**config.mk**
```make
export PLATFORM = sky130hd
export DESIGN_NAME = calendar_date_counter_flat
export DESIGN_NICKNAME = d
export VERILOG_FILES = /design/src/sv/caldc_pkg.sv /design/src/sv/caldc_if.sv /design/src/sv/calendar_date_counter.sv /design/src/sv/caldc_leap.sv /design/src/sv/caldc_update.sv /design/src/flat_wrapper.sv
export SDC_FILE = /design/constraint.sdc
export NUM_CORES = 1
export LEC_CHECK = 0
export BUFFER_PORTS_ARGS = -buffer_cell sky130_fd_sc_hd__buf_2
export CAP_MARGIN = 20
export CELL_PAD_IN_SITES_DETAIL_PLACEMENT = 2
export CELL_PAD_IN_SITES_GLOBAL_PLACEMENT = 2
export CORE_MARGIN = 2
export CORE_UTILIZATION = 39
export DETAILED_ROUTE_END_ITERATION = 16
export PLACE_DENSITY = 0.79
export SYNTH_ARGS = -nofsm -noshare
export SYNTH_HDL_FRONTEND = slang
export SYNTH_SLANG_ARGS = --single-unit
```
**constraint.sdc**
```tcl
create_clock -name i_clk -period 6.5 [get_ports i_clk]
set_input_delay 1.3 -clock i_clk [delete_from_list [all_inputs] [get_ports i_clk]]
set_output_delay 1.3 -clock i_clk [all_outputs]
set_load 0.02 [all_outputs]
```
**src/sv/caldc_pkg.sv**
```systemverilog
// Package for the calendar date counter: operation codes, date and item types,
// calendar constants and the month length function.
// No dependencies; every other file of the block imports it.
package caldc_pkg;

    typedef enum logic [2:0] {
        OP_LOAD     = 3'd0,
        OP_SET_DAY  = 3'd1,
        OP_SET_MON  = 3'd2,
        OP_SET_YEAR = 3'd3,
        OP_NEXT_DAY = 3'd4,
        OP_PREV_DAY = 3'd5
    } t_op;

    localparam int DAY_W   = 5;
    localparam int MONTH_W = 4;
    localparam int YEAR_W  = 14;

    typedef struct packed {
        logic [DAY_W-1:0]   day;
        logic [MONTH_W-1:0] month;
        logic [YEAR_W-1:0]  year;
    } t_date;

    localparam logic [YEAR_W-1:0]  YEAR_MAX    = 14'd9999;
    localparam logic [DAY_W-1:0]   RESET_DAY   = 5'd1;
    localparam logic [MONTH_W-1:0] RESET_MONTH = 4'd1;
    localparam logic [YEAR_W-1:0]  RESET_YEAR  = 14'd2000;

    localparam logic [MONTH_W-1:0] MONTH_JAN = 4'd1;
    localparam logic [MONTH_W-1:0] MONTH_FEB = 4'd2;
    localparam logic [MONTH_W-1:0] MONTH_APR = 4'd4;
    localparam logic [MONTH_W-1:0] MONTH_JUN = 4'd6;
    localparam logic [MONTH_W-1:0] MONTH_SEP = 4'd9;
    localparam logic [MONTH_W-1:0] MONTH_NOV = 4'd11;
    localparam logic [MONTH_W-1:0] MONTH_DEC = 4'd12;

    localparam logic [DAY_W-1:0] DAYS_28 = 5'd28;
    localparam logic [DAY_W-1:0] DAYS_29 = 5'd29;
    localparam logic [DAY_W-1:0] DAYS_30 = 5'd30;
    localparam logic [DAY_W-1:0] DAYS_31 = 5'd31;

    // Multiplicative inverse of 25 modulo 2**14. A year is a multiple of 25
    // exactly when year * INV25 (mod 2**14) is at most DIV25_MAX.
    localparam logic [YEAR_W-1:0] INV25     = 14'd7209;
    localparam logic [YEAR_W-1:0] DIV25_MAX = 14'd655;

    function automatic logic [DAY_W-1:0] month_len(input logic [MONTH_W-1:0] month,
                                                   input logic leap);
        logic [DAY_W-1:0] len;
        if (month == MONTH_FEB) begin
            len = leap ? DAYS_29 : DAYS_28;
        end else if (month == MONTH_APR || month == MONTH_JUN ||
                     month == MONTH_SEP || month == MONTH_NOV) begin
            len = DAYS_30;
        end else begin
            len = DAYS_31;
        end
        return len;
    endfunction

endpackage

```
**src/sv/caldc_if.sv**
```systemverilog
// Valid/ready channel interfaces for the calendar date counter: one for
// command beats and one for result beats. Depends on caldc_pkg.
interface caldc_in_if;
    import caldc_pkg::*;

    logic               valid;
    logic               ready;
    logic [2:0]         operation;
    logic [DAY_W-1:0]   new_day;
    logic [MONTH_W-1:0] new_month;
    logic [YEAR_W-1:0]  new_year;

    modport source (output valid, output operation, output new_day,
                    output new_month, output new_year, input ready);
    modport sink   (input valid, input operation, input new_day,
                    input new_month, input new_year, output ready);
endinterface

interface caldc_out_if;
    import caldc_pkg::*;

    logic               valid;
    logic               ready;
    logic [DAY_W-1:0]   day_now;
    logic [MONTH_W-1:0] month_now;
    logic [YEAR_W-1:0]  year_now;
    logic               status;

    modport source (output valid, output day_now, output month_now,
                    output year_now, output status, input ready);
    modport sink   (input valid, input day_now, input month_now,
                    input year_now, input status, output ready);
endinterface

```
**src/sv/calendar_date_counter.sv**
```systemverilog
// Top level of the calendar date counter: input register, date state and
// result register. Depends on caldc_pkg, caldc_if, caldc_update.
//
// Usage:
//   Command beats arrive on i_in (operation, new_day, new_month, new_year) and
//   each one yields exactly one result beat on o_out (day_now, month_now,
//   year_now, status), in order. Status 1 marks a load or set that would give
//   an invalid date; the stored date is then left as it was.
//   A beat is taken at a rising edge with valid and ready both high.
//   A taken command waits in the input register; its result enters the
//   result register and shows on o_out at the edge where the stored date changes.
//   Throughput: one command per cycle while o_out.ready stays high; the input
//   register and the result register advance together, and the date update
//   is one pass of logic between them with the date registers fed back.
//   When the receiver holds o_out.ready low, the result register holds, the
//   input register fills, and i_in.ready drops until the result is taken.
//   Reset (i_rst_n low at a clock edge) empties both registers and sets the
//   stored date to day 1, month 1, year 2000.
module calendar_date_counter (
    input  logic       i_clk,
    input  logic       i_rst_n,
    caldc_in_if.sink   i_in,
    caldc_out_if.source o_out
);
    import caldc_pkg::*;

    logic               r_in_valid;
    logic [2:0]         r_operation;
    logic [DAY_W-1:0]   r_new_day;
    logic [MONTH_W-1:0] r_new_month;
    logic [YEAR_W-1:0]  r_new_year;

    t_date              r_date;
    t_date              n_date;
    logic               n_status;

    logic               r_out_valid;
    t_date              r_out_date;
    logic               r_out_status;

    logic               w_out_free;
    logic               w_advance;

    assign w_out_free = !r_out_valid || o_out.ready;
    assign w_advance  = r_in_valid && w_out_free;
    assign i_in.ready = !r_in_valid || w_out_free;

    caldc_update u_update (
        .i_cur       (r_date),
        .i_operation (r_operation),
        .i_new_day   (r_new_day),
        .i_new_month (r_new_month),
        .i_new_year  (r_new_year),
        .o_next      (n_date),
        .o_status    (n_status)
    );

    always_ff @(posedge i_clk) begin
        if (!i_rst_n) begin
            r_in_valid  <= 1'b0;
            r_out_valid <= 1'b0;
            r_date      <= '{day: RESET_DAY, month: RESET_MONTH, year: RESET_YEAR};
        end else begin
            if (i_in.ready) begin
                r_in_valid <= i_in.valid;
            end
            if (w_out_free) begin
                r_out_valid <= r_in_valid;
            end
            if (w_advance) begin
                r_date <= n_date;
            end
        end
    end

    always_ff @(posedge i_clk) begin
        if (i_in.ready && i_in.valid) begin
            r_operation <= i_in.operation;
            r_new_day   <= i_in.new_day;
            r_new_month <= i_in.new_month;
            r_new_year  <= i_in.new_year;
        end
        if (w_advance) begin
            r_out_date   <= n_date;
            r_out_status <= n_status;
        end
    end

    assign o_out.valid     = r_out_valid;
    assign o_out.day_now   = r_out_date.day;
    assign o_out.month_now = r_out_date.month;
    assign o_out.year_now  = r_out_date.year;
    assign o_out.status    = r_out_status;

endmodule

```
**src/sv/caldc_leap.sv**
```systemverilog
// Gregorian leap year test for a year of up to 14 bits.
// Depends on caldc_pkg.
module caldc_leap (
    input  logic [caldc_pkg::YEAR_W-1:0] i_year,
    output logic                         o_leap
);
    import caldc_pkg::*;

    logic [YEAR_W-1:0] w_prod;
    logic              w_div4;
    logic              w_div16;
    logic              w_div25;

    // Divisible by 100 is divisible by 4 and by 25; by 400 is by 16 and by 25.
    // Only the low bits of the product matter, so it is kept modulo 2**14.
    assign w_prod  = i_year * INV25;
    assign w_div25 = (w_prod <= DIV25_MAX);
    assign w_div4  = (i_year[1:0] == 2'b00);
    assign w_div16 = (i_year[3:0] == 4'b0000);
    assign o_leap  = w_div4 && (!w_div25 || w_div16);

endmodule

```
**src/sv/caldc_update.sv**
```systemverilog
// Next-state logic of the calendar date counter: loads and sets with their
// validity check, and day steps forward and back. Depends on caldc_pkg, caldc_leap.
module caldc_update (
    input  caldc_pkg::t_date                 i_cur,
    input  logic [2:0]                       i_operation,
    input  logic [caldc_pkg::DAY_W-1:0]      i_new_day,
    input  logic [caldc_pkg::MONTH_W-1:0]    i_new_month,
    input  logic [caldc_pkg::YEAR_W-1:0]     i_new_year,
    output caldc_pkg::t_date                 o_next,
    output logic                             o_status
);
    import caldc_pkg::*;

    logic             w_cur_leap;
    logic             w_new_leap;
    t_date            w_cand;
    logic             w_cand_leap;
    logic             w_cand_ok;
    logic [DAY_W-1:0] w_cur_len;
    logic [DAY_W-1:0] w_prev_len;
    logic [MONTH_W-1:0] w_prev_month;

    caldc_leap u_cur_leap (.i_year(i_cur.year), .o_leap(w_cur_leap));
    caldc_leap u_new_leap (.i_year(i_new_year), .o_leap(w_new_leap));

    assign w_cur_len    = month_len(i_cur.month, w_cur_leap);
    assign w_prev_month = i_cur.month - 4'd1;
    assign w_prev_len   = month_len(w_prev_month, w_cur_leap);

    // Candidate date for a load or set: new fields over the stored ones.
    always_comb begin
        w_cand      = i_cur;
        w_cand_leap = w_cur_leap;
        case (i_operation)
            OP_LOAD: begin
                w_cand.day   = i_new_day;
                w_cand.month = i_new_month;
                w_cand.year  = i_new_year;
                w_cand_leap  = w_new_leap;
            end
            OP_SET_DAY: begin
                w_cand.day = i_new_day;
            end
            OP_SET_MON: begin
                w_cand.month = i_new_month;
            end
            OP_SET_YEAR: begin
                w_cand.year = i_new_year;
                w_cand_leap = w_new_leap;
            end
            default: begin
                w_cand      = i_cur;
                w_cand_leap = w_cur_leap;
            end
        endcase
    end

    assign w_cand_ok = (w_cand.month >= MONTH_JAN) && (w_cand.month <= MONTH_DEC) &&
                       (w_cand.year <= YEAR_MAX) && (w_cand.day != '0) &&
                       (w_cand.day <= month_len(w_cand.month, w_cand_leap));

    always_comb begin
        o_next   = i_cur;
        o_status = 1'b0;
        case (i_operation) inside
            OP_LOAD, OP_SET_DAY, OP_SET_MON, OP_SET_YEAR: begin
                if (w_cand_ok) begin
                    o_next = w_cand;
                end else begin
                    o_status = 1'b1;
                end
            end
            OP_NEXT_DAY: begin
                if (i_cur.day >= w_cur_len) begin
                    o_next.day = RESET_DAY;
                    if (i_cur.month >= MONTH_DEC) begin
                        o_next.month = MONTH_JAN;
                        o_next.year  = (i_cur.year >= YEAR_MAX) ? '0 : i_cur.year + 14'd1;
                    end else begin
                        o_next.month = i_cur.month + 4'd1;
                    end
                end else begin
                    o_next.day = i_cur.day + 5'd1;
                end
            end
            OP_PREV_DAY: begin
                if (i_cur.day <= 5'd1) begin
                    if (i_cur.month <= MONTH_JAN) begin
                        // December always has 31 days, whatever the year.
                        o_next.month = MONTH_DEC;
                        o_next.year  = (i_cur.year == '0) ? YEAR_MAX : i_cur.year - 14'd1;
                        o_next.day   = DAYS_31;
                    end else begin
                        o_next.month = w_prev_month;
                        o_next.day   = w_prev_len;
                    end
                end else begin
                    o_next.day = i_cur.day - 5'd1;
                end
            end
            default: begin
                o_next   = i_cur;
                o_status = 1'b0;
            end
        endcase
    end

endmodule

```
**src/flat_wrapper.sv**
```systemverilog
// flat-port wrapper written by rule: the top's interface ports become plain ports
module calendar_date_counter_flat import caldc_pkg::*;
  (i_clk, i_rst_n, i_in_valid, i_in_operation, i_in_new_day, i_in_new_month, i_in_new_year, i_in_ready, o_out_valid, o_out_day_now, o_out_month_now, o_out_year_now, o_out_status, o_out_ready);
  caldc_in_if i_in_i ();
  caldc_out_if o_out_i ();
  input  logic i_clk;
  input  logic i_rst_n;
  input wire logic [$bits(i_in_i.valid)-1:0] i_in_valid;
  input wire logic [$bits(i_in_i.operation)-1:0] i_in_operation;
  input wire logic [$bits(i_in_i.new_day)-1:0] i_in_new_day;
  input wire logic [$bits(i_in_i.new_month)-1:0] i_in_new_month;
  input wire logic [$bits(i_in_i.new_year)-1:0] i_in_new_year;
  output wire logic [$bits(i_in_i.ready)-1:0] i_in_ready;
  output wire logic [$bits(o_out_i.valid)-1:0] o_out_valid;
  output wire logic [$bits(o_out_i.day_now)-1:0] o_out_day_now;
  output wire logic [$bits(o_out_i.month_now)-1:0] o_out_month_now;
  output wire logic [$bits(o_out_i.year_now)-1:0] o_out_year_now;
  output wire logic [$bits(o_out_i.status)-1:0] o_out_status;
  input wire logic [$bits(o_out_i.ready)-1:0] o_out_ready;
  assign i_in_i.valid = i_in_valid;
  assign i_in_i.operation = i_in_operation;
  assign i_in_i.new_day = i_in_new_day;
  assign i_in_i.new_month = i_in_new_month;
  assign i_in_i.new_year = i_in_new_year;
  assign i_in_ready = i_in_i.ready;
  assign o_out_valid = o_out_i.valid;
  assign o_out_day_now = o_out_i.day_now;
  assign o_out_month_now = o_out_i.month_now;
  assign o_out_year_now = o_out_i.year_now;
  assign o_out_status = o_out_i.status;
  assign o_out_i.ready = o_out_ready;
  calendar_date_counter u_core (.i_clk(i_clk), .i_rst_n(i_rst_n), .i_in(i_in_i), .o_out(o_out_i));
endmodule
```
==> run_results.csv, run 1 <==
group,metric,value,unit
outcome,outcome,"finished clean",
routing,drt-pass1-iter-count,5,
sta,finalWorstSetupSlack,243,ps
finish,fill_cells,2064,
cts,htree_num_levels,3,
floorplanning,initial_core_util,39.6,%
cts,numCtsBuffers,9,
routing,drtIter0Drc,386,
placement,routabilityCongestion,0.978,
cts,cts_tree,"yes",
placement,placed_area,8060,um^2
yosys,synth_edf_count,50,
placement,placed_cells,1091,
sta,min_period_over_period,96.3,%
worst_setup_path,crit_top_cell,"ha_1",
yosys,synth_nets,956,
yosys,synthFlopType,"edfxtp_1",
sta,whs,555,ps
finish,multiInputGateArea,4970,um^2
cts,clock_sinks,75,
routing,ant_nets,0,
worst_setup_path,crit_type,"register to register",
cts,path_clk_slew,70,ps
yosys,ys_warn_count,0,
cts,clockBufferDepth,2,
job,cap_viol_max_count,0,
cts,root_buffer,"clkbuf_16",
finish,final_cells,1114,
sta,max_slew_margin,36.5,%
floorplanning,rows,50,
yosys,async_flop_share,0,%
yosys,ys_seq_area_share,27.0,%
global_routing,antenna_found_initial,0,
global_routing,gr-total-overflow,0,
cts,insertion_delay,360,ps
min_path,hold_depth,1,
routing,viasPerCell,6.05,
global_routing,groute.usage.overall,28.9,%
yosys,yosys.area.top_type_share,20.3,%
floorplanning,dieArea,20100,um^2
sta,worst_slew_pin_slew,950,ps
floorplanning,fp.coreArea,18700,um^2
routing,wirelength,27.9,mm
finish,stdcell_area,8530,um^2
floorplanning,die-height,142,um
sta,final_max_slew_viol_count,0,
global_routing,use_met3,2.83,%
sta,achievable-frequency,0.160,GHz
sta,fin_skew,14.7,ps
power_and_ir_drop,power_density,235,nW/um^2
sta,setup_viol,0,
yosys,avgSynthCellArea,9.16,um^2
global_routing,grt_most_used_layer,"met2",
worst_setup_path,worstPathRequired,6560,ps
finish,seq_area,2000,um^2
worst_setup_path,start_kind,"register",
worst_setup_path,slowest_delay,530,ps
worst_setup_path,end_kind,"register",
worst_setup_path,cp.arrival,6320,ps
min_path,hold_path_class,"register to register",
floorplanning,io_pins,56,
power_and_ir_drop,max-vdd-ir-drop,0.000135,V
finish,layout-area-overhead-vs-synth,15.0,%
sta,period_needed,6260,ps
yosys,syn_area,7410,um^2
yosys,synth.distinct_cells,88,
finish,finalNetCount,1022,
routing,drcViolationCount,0,
worst_setup_path,cp_slowest_cell,"fa_1",
yosys,yosys-top-cells-area,"edfxtp_1, ha_1, dfxtp_1, fa_1, inv_1",
global_routing,grt_pass1_wl,44.0,mm
placement,dp_hpwl,21.7,mm
power_and_ir_drop,p_leak,3.67,nW
yosys,syn-instance-count,809,
finish,antenna_cells,0,
global_routing,grt_max_degree,40,
yosys,yosysTopAreaCell,"edfxtp_1",
finish,drive_gt1_share,18.6,%
global_routing,grt_use_met1,38.1,%
placement,io_buffers,55,
routing,avgRoutedWirePerCell,25.1,um
yosys,ys_seq_elements,75,
sta,hold_viol,0,
worst_setup_path,cp_max_fo,9,
worst_setup_path,r2r_cells,27,
floorplanning,die_w,142,um
global_routing,grt_use_met2,49.9,%
finish,finish.utilization,45.6,%
routing,vias,6744,
global_routing,grt_pass1_vias,7492,
placement,place_ws,-223,ps
[state kept, by name (all words and copies together) (netlist names)]
name	count
u_core.o_out.year_now	14
u_core.r_operation	3
u_core.o_out.status	1
u_core.r_date	23
u_core.o_out.day_now	5
u_core.r_new_month	4
u_core.o_out.valid	1
u_core.r_new_day	5
u_core.r_in_valid	1
u_core.r_new_year	14
u_core.o_out.month_now	4
[cell families after synthesis]
family | share of synthesized area, %
adder cells (fa/ha/maj) | 22.0
multiplexers | 3.41
AO/OA/AOI/OAI | 19.8
buffers and inverters | 7.14
XOR/XNOR | 4.79
flip-flops | 27.0
AND/OR/NAND/NOR | 15.9
[cell type report]
| type | count | area share, % |
|---|---|---|
| multi-input combinational | 604 | 58.3 |
| inverter | 88 | 3.87 |
| timing repair buffer | 97 | 7.18 |
| tap | 234 | 3.43 |
| clock buffer | 9 | 2.64 |
| clock inverter | 7 | 1.10 |
| sequential | 75 | 23.5 |
[metal layers]
layer  routed length, um  part of all wire [%]
met5                   0                     0
met2               13800                    49
met3                 937                   3.4
met1               12400                    44
met4                 848                   3.0
[metrics by stage]
step	TNS [ps]	power (mW)
after floorplan	0	1.16
after global placement	0	1.34
after detailed placement	-3310	1.41
after CTS	-5.72	1.99
after global routing	-67.6	2.14
final	0	2.01
[layout by cell type, fill, tap and decap left out, types with 17 or more instances in the layout]
| cell | instances |
|---|---|
| a21oi_1 | 41 |
| buf_2 | 56 |
| buf_4 | 37 |
| dfxtp_1 | 23 |
| edfxtp_1 | 50 |
| fa_1 | 22 |
| ha_1 | 94 |
| inv_1 | 86 |
| mux2i_1 | 17 |
| nand2_1 | 57 |
| nand3_1 | 26 |
| nor2_1 | 43 |
| o21ai_0 | 35 |
| xnor2_1 | 29 |
[path summary, 6_finish.rpt]
kind | endpoint | start | slack (ps)
hold reg to reg | u_core.o_out.valid$_SDFFE_PN0P_ | u_core.r_in_valid$_SDFFE_PN0N_ | 560
setup reg to reg | u_core.o_out.month_now[2]$_DFFE_PP_ | u_core.r_new_year[2]$_DFFE_PP_ | 240
setup / recovery | u_core.o_out.month_now[2]$_DFFE_PP_ | u_core.r_new_year[2]$_DFFE_PP_ | 240
hold / removal | u_core.o_out.valid$_SDFFE_PN0P_ | u_core.r_in_valid$_SDFFE_PN0N_ | 560
[cells in the mapped netlist (6+ instances only)]
library cell and number:
xnor2_1 29, a31oi_1 10, o21a_1 10, nand4_1 7, nor4_1 12, nor2_1 43, and3_1 8, nand3_1 26
edfxtp_1 50, nand3b_1 7, a21o_1 10, a21oi_1 43, o211ai_1 8, ha_1 95, o22ai_1 8, xor2_1 9
inv_1 86, mux2_2 6, fa_1 22, nor3_1 9, nand2_1 57, mux2i_1 17, o221ai_1 7, dfxtp_1 25
buf_2 9, clkbuf_1 26, o21ai_0 35
[what timing repair did]
item / CTS / global route
setup buffers: 0 / 6
setup endpoints to repair: 39 / 42
hold buffers: 0 / 0
pin swaps: 1 / 7
gates resized for setup: 5 / 13
cloned: 0 / 0
[where the power goes]
| part | total (mW) | internal (mW) | leakage, nW | switching, mW |
|---|---|---|---|---|
| clock | 0.559 | 0.309 | 0.153 | 0.250 |
| combinational | 0.862 | 0.352 | 2.83 | 0.510 |
| sequential | 0.585 | 0.542 | 0.684 | 0.0426 |
[worst max-delay path, delay by kind of cell (launching register included)]
family          cells  cell delay, ps
flops               1             480
simple gates        4             550
compound gates      9            1580
fa+ha+maj           7            2290
mux                 1             200
buf+inv             6             850
(Power assumes the default switching activity.)
==> run 2, diff against run 1 <==
SYNTH_HIERARCHICAL = 1   (was unset)
==> run_results.csv, run 2 <==
group,metric,value,unit
power_and_ir_drop,max-vdd-ir-drop,0.000133,V
yosys,synth_edf_count,50,
power_and_ir_drop,p_leak,3.70,nW
min_path,hold_path_class,"register to register",
worst_setup_path,r2r_slack,170,ps
cts,numCtsBuffers,9,
yosys,yosys.area.top_type_share,19.9,%
worst_setup_path,crit_top_cell,"ha_1",
sta,max_slew_margin,17.5,%
floorplanning,initial_core_util,40.1,%
worst_setup_path,r2r-start,"u_core/r_date[1]$_SDFFE_PN0P_",
sta,worst_slew_pin_slew,1230,ps
power_and_ir_drop,power_density,224,nW/um^2
min_path,min_to,"u_core/r_date[5]$_SDFFE_PN0P_",
worst_setup_path,worstPathRequired,6700,ps
power_and_ir_drop,p_comb_share,44.0,%
placement,dp_hpwl,20.0,mm
floorplanning,fp.coreArea,18800,um^2
outcome,outcome,"finished clean",
floorplanning,rows,50,
power_and_ir_drop,clockPowerShare,26.1,%
floorplanning,dieArea,20500,um^2
yosys,ys_seq_elements,75,
cts,cts-hold-fix-buffers,0,
yosys,synth.distinct_cells,88,
yosys,syn_area,7560,um^2
finish,largest_register_ffs,23,
min_path,worstHoldStart,"u_core/r_date[5]$_SDFFE_PN0P_",
yosys,syn-instance-count,831,
floorplanning,die_w,143,um
cts,cts_tree,"yes",
worst_setup_path,crit_type,"register to register",
worst_setup_path,start_kind,"register",
routing,wirelength,27.5,mm
global_routing,gr-total-overflow,0,
global_routing,antenna_found_initial,0,
finish,seq_area,2000,um^2
cts,root_buffer,"clkbuf_16",
power_and_ir_drop,p_int,1.20,mW
sta,whs,507,ps
power_and_ir_drop,swShare,38.6,%
finish,finalNetCount,1044,
finish,largest-register,"u_core/r_date",
yosys,async_flop_share,0,%
worst_setup_path,cp_max_fo,14,
finish,layout-area-overhead-vs-synth,15.3,%
sta,final_max_slew_viol_count,0,
cts,insertion_delay,350,ps
routing,drtIter0Drc,417,
sta,achievable-frequency,0.158,GHz
power_and_ir_drop,p_switching,0.754,mW
cts,htree_num_levels,3,
finish,multiInputGateArea,5050,um^2
finish,final_common_cell,"inv_1",
finish,antenna_cells,0,
worst_setup_path,slowest_delay,560,ps
worst_setup_path,end_kind,"register",
global_routing,grt_max_degree,41,
worst_setup_path,cp.arrival,6530,ps
yosys,ys_warn_count,6,
yosys,synthFlopType,"edfxtp_1",
finish,layout_common_cells,"inv_1, ha_1, nand2_1, buf_2, edfxtp_1",
routing,viasPerCell,5.95,
floorplanning,die-height,143,um
yosys,synth_common_cells,"inv_1, ha_1, nand2_1",
sta,setup_viol,0,
global_routing,grt_pass1_vias,7468,
sta,finalWorstSetupSlack,171,ps
placement,place_ws,-151,ps
yosys,ys_seq_area_share,26.5,%
worst_setup_path,r2r_end,"u_core/r_date[19]$_SDFFE_PN0P_",
routing,drt-pass1-iter-count,4,
cts,path_clk_slew,70,ps
job,cap_viol_max_count,0,
yosys,yosys-top-cells-area,"edfxtp_1, ha_1, dfxtp_1, fa_1, inv_1",
routing,ant_nets,0,
power_and_ir_drop,power,1.95,mW
yosys,synth_nets,975,
routing,avgRoutedWirePerCell,23.6,um
global_routing,groute.usage.overall,26.6,%
placement,io_buffers,55,
sta,fin_skew,12.9,ps
routing,vias,6931,
power_and_ir_drop,p_seq_share,29.9,%
floorplanning,io_pins,56,
finish,fill_cells,2050,
sta,period_needed,6330,ps
min_path,hold_depth,2,
yosys,avgSynthCellArea,9.09,um^2
yosys,yosysTopAreaCell,"edfxtp_1",
cts,clock_sinks,75,
worst_setup_path,r2r_cells,28,
yosys,synth_most_common_cell,"inv_1",
sta,hold_viol,0,
finish,drive_gt1_share,17.5,%
global_routing,grt_pass1_wl,42.0,mm
cts,clockBufferDepth,2,
sta,min_period_over_period,97.4,%
placement,routabilityCongestion,0.893,
routing,drcViolationCount,0,
worst_setup_path,cp_slowest_cell,"fa_1",
==> run 2: through the flow <==
| stage | setup TNS [ps] | utilization [%] | cells | area [um^2] |
|---|---|---|---|---|
| after floorplan | 0 | - | 831 | 7560 |
| after global placement | 0 | 43.0 | 1135 | 8100 |
| after detailed placement | -559 | 43.0 | 1135 | 8100 |
| after CTS | 0 | 44.8 | 1152 | 8430 |
| after global routing | -210 | 46.3 | 1165 | 8710 |
| final | 0 | 46.3 | 1165 | 8710 |
==> run 2: layout make-up <==
class | instances | area share, %
Clock buffer | 9 | 2.59
Clock inverter | 7 | 0.776
Inverter | 116 | 5.00
Multi-Input combinational cell | 603 | 58.0
Sequential cell | 75 | 23.0
Tap cell | 260 | 3.73
Timing Repair Buffer | 95 | 6.92
==> run 2: kinds of logic after synthesis <==
family,share of synthesized area [%]
AOI/OAI and AO/OA,16.9
xor gates and xnor gates,4.75
adders and majority gates,21.1
buffers and inverters,9.21
DFF,26.5
muxes,4.01
and+or+nand+nor,17.6
==> run 2: power groups by stage <==
stage / clock network [mW] / logic, mW / registers (mW)
floorplan: 0 / 0.554 / 0.590
global placement: 0 / 0.714 / 0.591
detailed placement: 0 / 0.784 / 0.593
CTS: 0.522 / 0.801 / 0.583
global route: 0.537 / 0.944 / 0.588
finish: 0.510 / 0.858 / 0.584
==> run 2: worst max-delay path: cells and delay by family, from the launching register on <==
kind | cells | cell delay (ps)
adders and majority gates | 6 | 2240
AOI/OAI and AO/OA | 7 | 1230
and+or+nand+nor | 6 | 1070
buffers and inverters | 7 | 850
muxes | 2 | 410
DFF | 1 | 370
==> run 2: how the worst max path moves through the flow <==
stage                                         startpoint                        endpoint  slack, ps  cells after the start
after floorplan            u_core/r_date[1]$_SDFFE_PN0P_   u_core/r_date[4]$_SDFFE_PN1P_        480                     24
after global placement     u_core/r_date[0]$_SDFFE_PN0P_  u_core/r_date[11]$_SDFFE_PN0P_        140                     24
after detailed placement   u_core/r_date[0]$_SDFFE_PN0P_  u_core/r_date[11]$_SDFFE_PN0P_       -150                     26
after CTS                 u_core/r_new_year[0]$_DFFE_PP_   u_core/r_date[6]$_SDFFE_PN1P_          1                     25
after global routing      u_core/r_new_year[0]$_DFFE_PP_  u_core/r_date[18]$_SDFFE_PN1P_        -90                     26
final                      u_core/r_date[1]$_SDFFE_PN0P_  u_core/r_date[19]$_SDFFE_PN0P_        170                     28
==> run 2: metal layers <==
layer | track usage (%) | part of all wire [%]
met1 | 35.2 | 45
met2 | 45.2 | 49
met3 | 3.55 | 4.6
met4 | 8.08 | 1.7
met5 | 0 | 0
==> run 2: timing repair <==
item | in CTS | in global routing
gates cloned | 0 | 2
setup buffers | 1 | 11
resized for setup | 7 | 41
endpoints found under the setup margin | 10 | 41
pin swaps | 1 | 14
endpoints found under the hold margin | 0 | 0
